File: src/hw/rtl/normal_cube_quantizer_assert.svh
// Assertion macros for the normal cube quantizer.
`ifndef NORMAL_CUBE_QUANTIZER_ASSERT_SVH
`define NORMAL_CUBE_QUANTIZER_ASSERT_SVH

// Implication checked in the same cycle.
`define NCQ_ASSERT_NOW(lbl, ante, cons, msg) \
    lbl: assert property (@(posedge aclk) disable iff (!aresetn) (ante) |-> (cons)) \
        else $error(msg);

// Implication checked in the next cycle.
`define NCQ_ASSERT_NEXT(lbl, ante, cons, msg) \
    lbl: assert property (@(posedge aclk) disable iff (!aresetn) (ante) |=> (cons)) \
        else $error(msg);

`endif

File: src/hw/rtl/ncq_pkg.sv
// Shared types and constants of the normal cube quantizer.
package ncq_pkg;

    localparam int GRID_CELLS_DEF = 52;
    localparam int CORDIC_STEPS   = 20;
    localparam int SQRT_STEPS     = 32;
    localparam int QUEUE_DEPTH    = 4;
    localparam int WARP_ONE       = 1048576;

    localparam logic [20:0] ARC_TABLE [CORDIC_STEPS] = '{
        21'd1048576, 21'd619011, 21'd327068, 21'd166025, 21'd83335,
        21'd41708,   21'd20859,  21'd10430,  21'd5215,   21'd2608,
        21'd1304,    21'd652,    21'd326,    21'd163,    21'd81,
        21'd41,      21'd20,     21'd10,     21'd5,      21'd3
    };

    typedef enum logic [2:0] {
        FACE_POS_X = 3'd0,
        FACE_NEG_X = 3'd1,
        FACE_POS_Y = 3'd2,
        FACE_NEG_Y = 3'd3,
        FACE_POS_Z = 3'd4,
        FACE_NEG_Z = 3'd5
    } face_t;

    typedef struct packed {
        face_t              face;
        logic signed [22:0] uw;
        logic signed [22:0] vw;
        logic               use_def;
    } front_item_t;

    typedef struct packed {
        face_t              face;
        logic        [30:0] den;
        logic signed [22:0] uw;
        logic signed [22:0] vw;
    } q_item_t;

endpackage

File: src/hw/rtl/ncq_queue.sv
// Short FIFO between front and back ends.
module ncq_queue (
    input  logic             aclk,
    input  logic             aresetn,
    input  logic             push_valid,
    output logic             push_ready,
    input  ncq_pkg::q_item_t push_item,
    output logic             pop_valid,
    input  logic             pop_ready,
    output ncq_pkg::q_item_t pop_item
);

    localparam int DEPTH = ncq_pkg::QUEUE_DEPTH;
    localparam int AW    = $clog2(DEPTH);
    localparam int CW    = $clog2(DEPTH + 1);

    ncq_pkg::q_item_t mem_reg [DEPTH];
    logic [AW-1:0]    wr_reg, wr_next;
    logic [AW-1:0]    rd_reg, rd_next;
    logic [CW-1:0]    cnt_reg, cnt_next;
    logic             do_push, do_pop;

    assign push_ready = cnt_reg != CW'(DEPTH);
    assign pop_valid  = cnt_reg != '0;
    assign pop_item   = mem_reg[rd_reg];
    assign do_push    = push_valid && push_ready;
    assign do_pop     = pop_valid && pop_ready;

    always_comb begin
        wr_next  = (do_push) ? ((wr_reg == AW'(DEPTH - 1)) ? '0 : wr_reg + AW'(1)) : wr_reg;
        rd_next  = (do_pop) ? ((rd_reg == AW'(DEPTH - 1)) ? '0 : rd_reg + AW'(1)) : rd_reg;
        cnt_next = cnt_reg + CW'(do_push) - CW'(do_pop);
    end

    always_ff @(posedge aclk) begin
        if (!aresetn) begin
            wr_reg  <= '0;
            rd_reg  <= '0;
            cnt_reg <= '0;
        end else begin
            wr_reg  <= wr_next;
            rd_reg  <= rd_next;
            cnt_reg <= cnt_next;
        end
    end

    always_ff @(posedge aclk) begin
        if (do_push) begin
            mem_reg[wr_reg] <= push_item;
        end
    end

endmodule

File: config.mk
export PLATFORM = sky130hd
export DESIGN_NAME = ncq_queue
export DESIGN_NICKNAME = d
export VERILOG_FILES = /design/src/hw/rtl/normal_cube_quantizer_assert.svh /design/src/hw/rtl/ncq_pkg.sv /design/src/hw/rtl/ncq_queue.sv
export SDC_FILE = /design/constraint.sdc
export NUM_CORES = 1
export LEC_CHECK = 0
export ABC_CLOCK_PERIOD_IN_PS = 3600
export BUFFER_PORTS_ARGS = -buffer_cell sky130_fd_sc_hd__clkbuf_2
export CAP_MARGIN = 25
export CORE_UTILIZATION = 35
export CTS_CLUSTER_SIZE = 40
export DETAILED_ROUTE_END_ITERATION = 10
export HOLD_SLACK_MARGIN = 0.06
export PLACE_DENSITY_LB_ADDON = 0.1
export REMOVE_ABC_BUFFERS = 1
export SLEW_MARGIN = 10
export SYNTH_ARGS = -nofsm -noshare
export SYNTH_HDL_FRONTEND = slang
export SYNTH_SLANG_ARGS = --single-unit
File: constraint.sdc
create_clock -name aclk -period 3.6 [get_ports aclk]
set_input_delay 0.36 -clock aclk [delete_from_list [all_inputs] [get_ports aclk]]
set_output_delay 0.36 -clock aclk [all_outputs]
set_load 0.05 [all_outputs]
[Word-level counts from Yosys, hierarchy flattened]
Memories as Yosys holds them, arrays and structs flattened. A register that Yosys moved wholly into a read port is not among the register bits.
Index checks and enable logic that the tools add are counted.
Word-level totals
  memories: 1
  output and inout port bits: 82
  RAM bits: 320
  word-level logic and storage cells: 20
  input port bits: 84
  bits in registers: 7
Memory list
  mem_reg: depth 4, bits a word 80, read ports 1, clocked after memory_dff 1, write ports 1, RTL line ncq_queue.sv:17  | ncq_pkg::q_item_t mem_reg [DEPTH];
Cells by class
  equal/unequal tests: 3
  reduce and logical (&&, ||, !) cells: 3
  muxes and demuxes: 6
  add/sub/neg operators: 4
Operators by type and width (number)
  $mux 2: 4
  $add 2x1->2 const B: 2
  $eq 2x2->1 const B: 2
  $add 3x1->3: 1
  $ne 3x3->1 const B: 1
  $reduce_bool 3->1: 1
  $sub 3x1->3: 1
  $logic_and 1x1->1: 2
  $mux 1: 2

[Longest topological paths before layout]
  word-level depth: 4
  mapped depth: 12
  gate-level depth less buffers: 11

[Worst setup path before layout]
No wires, ideal clock.
  path type: register to register
  start point: register cnt_reg[1]
  end point: memory mem_reg[0][0] (netlist bit), enable pin
  arrival time: 2655 ps
  stages on the path, launching flop included: 4
  path buffers: 1
  clock period less this slack: 3103 ps
  setup slack: 497 ps
  cells stage by stage: dfxtp_1 or3b_1 buf_6 and3_1
Between the ends
  cells in the longest elaborated chain, start to end: 4
Ends and longest elaborated chain
  from (decl): RTL line ncq_queue.sv:20  | logic [CW-1:0] cnt_reg, cnt_next;
  from (signal assigned): RTL line ncq_queue.sv:43  | cnt_reg <= cnt_next;
  $ne 3x3->1: RTL line ncq_queue.sv:23  | assign push_ready = cnt_reg != CW'(DEPTH);
  net push_ready: RTL line ncq_queue.sv:6  | output logic push_ready,
  $logic_and 1x1->1: RTL line ncq_queue.sv:26  | assign do_push = push_valid && push_ready;
  $mux 1: RTL line ncq_queue.sv:48  | if (do_push) begin
  $mux 1 (not written as such): RTL line ncq_queue.sv:49  | mem_reg[wr_reg] <= push_item;
  to (decl): RTL line ncq_queue.sv:17
The timed path passes the listed nets, and every way through them passes these cells.

==> results.tsv <==
stage	metric	value	unit
worst_setup_path	critical path's slowest cell	dfxtp_4	
clock_network	post-CTS sizing	0	
finish	ANT cells	0	
finish	layout cells sized above 1	42.5	%
drt	drt first pass iters	4	
clock_network	CTS tree	built	
clock_network	H-tree levels	2	
run	total of max-cap violations	0	
placed_design	GP Congestion	0.707	
timing	Final Hold Vio Count	0	
logic_synthesis	Avg Inst Size Synth	25.5	sq um
clock_network	Setup Fix Bufs, Post-CTS	0	
power	VDD IR max	0.405	mV
worst_setup_path	Setup crit start kind	flip-flop	
logic_synthesis	synthesized instance count	470	
power	post-layout power	11.5	mW
worst_setup_path	cells on worst reg2reg path	11	
logic_synthesis	register bit count reported by yosys	329	
grt	met2 Resource Use GR	23.4	%
drt	via count	5621	
clock_network	clock tree buffer depth	3	
logic_synthesis	Netlist Area Pre-Place	12000	sq um
grt	met3 Track Usage GR	3.43	%
timing	period utilisation layout	80.6	%
grt	largest net degree at the start of global routing	51	
floorplanning	row cnt	67	
drt	DRC errors left	0	
power	LEAKAGE	5.08	nW
worst_setup_path	CP max FO	28	
worst_setup_path	crit path kind	flip-flop to primary output	
placed_design	Setup WS pre-CTS	1.00	ns
grt	vias in the first global route	6307	
worst_setup_path	Crit path required time	3.24	ns
grt	All-Layer GR Usage	13.8	%
floorplanning	die area	35000	sq um
logic_synthesis	Synth warnings	0	
clock_network	clock root cell	clkbuf_16	
clock_network	clk_lat worst skew	0.51	ns
timing	final setup fails	0	
worst_setup_path	Critical Path End Type	primary output	
finish	number of flip-flops in the largest register	320	
worst_setup_path	CP max stage delay	0.73	ns
grt	Congestion Overflow GR	0	
worst_setup_path	worst path cell trace	buf_4 -> mux4_2 -> clkbuf_2	
clock_network	clk slew on worst S/H paths	0.06	ns
floorplanning	core area	33600	sq um
floorplanning	Die W	187	um
floorplanning	die height	187	um
placed_design	HPWL after DPL	13700	um
clock_network	CTS buffer count	36	
clock_network	clock sinks	329	
grt	GR Util met1	17.7	%
drt	routed vias/inst	4.74	
timing	Slew headroom	45.8	%
worst_setup_path	WP data arrival	2.54	ns
timing	Post-Route Skew	0.0182	ns
timing	Slew @ Worst Pin	0.813	ns
timing	max-slew violation count	0	
drt	Avg WL per Cell	19.8	um
floorplanning	Starting Density	35.7	%
drt	Initial DRC Count	228	
hold_path	Hold Path Class	input pin to flip-flop	
logic_synthesis	number of distinct library cells after synthesis	26	
finish	Layout area overhead	25.1	%
clock_network	number of hold buffers added after CTS	48	
status	status	finished clean	
grt	initial antenna violation count	2	
power	PwrDens	766	nW/um^2
drt	ANT nets after route	0	
finish	final-stage net count	804	
timing	crit path time final	2.90	ns
timing	RSZ-0062 raised after global routing	false	
timing	Max Freq	0.345	GHz
floorplanning	I/O pin cnt	166	
grt	Most Crowded Layer GR	met2	
logic_synthesis	post-synthesis sequential area ratio	81.6	%
drt	WL final	23400	um
placed_design	input/output buffers	165	
hold_path	Worst Hold Path Cells	1	
grt	global-route wire length before repair	36700	um
timing	final worst-path setup slack	0.700	ns
[per-layer routing]
metal  wire (um)  up-vias
met5          33        -
met4         483        4
met3        1250       45
met2       11700      135
met1        9960     2936
li1            -     2501
[logic make-up after synthesis]
family                   Yosys count  synth area share, %
buffers and inverters             26                 1.14
XOR/XNOR                           2                0.146
multiplexers                      81                 15.1
AND/OR/NAND/NOR                   20                0.959
flip-flops                       329                 81.6
adder cells (fa/ha/maj)            8                0.897
AO/OA/AOI/OAI                      4                0.188
[through the flow]
stage	TNS, ns	hold slack [ns]	cell area [sq um]	std cells	utilization [%]
2_1_floorplan	-75.26	0.459	11900	450	-
3_3_place_gp	0	0.483	13400	1074	40.0
3_5_place_dp	0	0.502	13400	1074	40.0
4_1_cts	0	0.0605	15000	1185	44.7
5_1_grt	0	0.0648	15000	1185	44.7
6_report	0	0.0781	15000	1185	44.7
[report_power, final]
part           leakage [nW]  switching [mW]  total [mW]  internal, mW
Clock                 0.544            1.40        3.40          1.99
Combinational          1.53            2.25        3.27          1.02
Sequential             3.01           0.199        4.84          4.64
Total                  5.08            3.85        11.5          7.66
[final cells by class]
| cell class | instances | area [sq um] |
|---|---|---|
| well taps | 448 | 561 |
| clock inverters | 18 | 118 |
| multi-input cells | 115 | 2090 |
| clock buffers | 45 | 977 |
| flip-flops and latches | 329 | 9800 |
| repair buffers | 224 | 1450 |
| fillers | 2903 | 18600 |
| inverters | 6 | 22.5 |
[worst paths after layout]
check,start,endpoint,slack (ns)
worst max-delay path,flip-flop,pop_item[74],0.70
worst min-delay path,push_item[26],mem_reg[2][26],0.08
worst max register to register,cnt_reg[1],cnt_reg[2],1.00
worst min register to register,wr_reg[0],wr_reg[0],0.51
[critical path: cells and delay by family (launching register included)]
kind | cells | cell delay, ns
flops | 1 | 0.73
buf+inv | 2 | 0.72
mux | 1 | 0.58
[synth_stat cells]
master,count,share of area [%]
o31ai_1,1,0.063
mux2i_1,1,0.083
and2_1,2,0.10
nand4_1,1,0.052
clkbuf_1,10,0.31
fa_1,1,0.17
o21ai_1,1,0.042
and2_4,1,0.073
ha_1,7,0.73
mux4_2,80,15
inv_1,6,0.19
nand3_1,2,0.083
or3b_1,1,0.073
and3_2,3,0.19
nand2_1,5,0.16
nor2b_1,1,0.052
buf_4,8,0.50
buf_2,1,0.042
buf_6,1,0.094
xnor2_1,2,0.15
edfxtp_1,320,80
nor2_1,2,0.063
and3_1,1,0.052
o21ai_0,2,0.083
dfxtp_1,9,1.5
or3_2,1,0.063
[placed cells by master (no fill, tap or decap)]
cell type,n
xnor2_1,2
dfxtp_4,2
dlygate4sd3_1,48
buf_12,5
nand4_1,1
nand3_1,2
ha_1,7
o21ai_1,1
clkbuf_2,165
fa_1,1
and2_1,2
clkinv_1,7
mux2i_1,1
bufinv_16,1
dfxtp_1,7
mux4_2,80
clkbuf_16,38
clkinv_2,9
or3_2,1
nor2b_1,1
inv_1,6
clkinv_8,1
buf_4,6
clkbuf_1,7
edfxtp_1,320
nand2_1,5
nor2_1,2
o21ai_0,2
o31ai_1,1
or3b_1,1
and3_4,4
and2_4,1
Note: power is estimated with default switching activity, not from simulation.
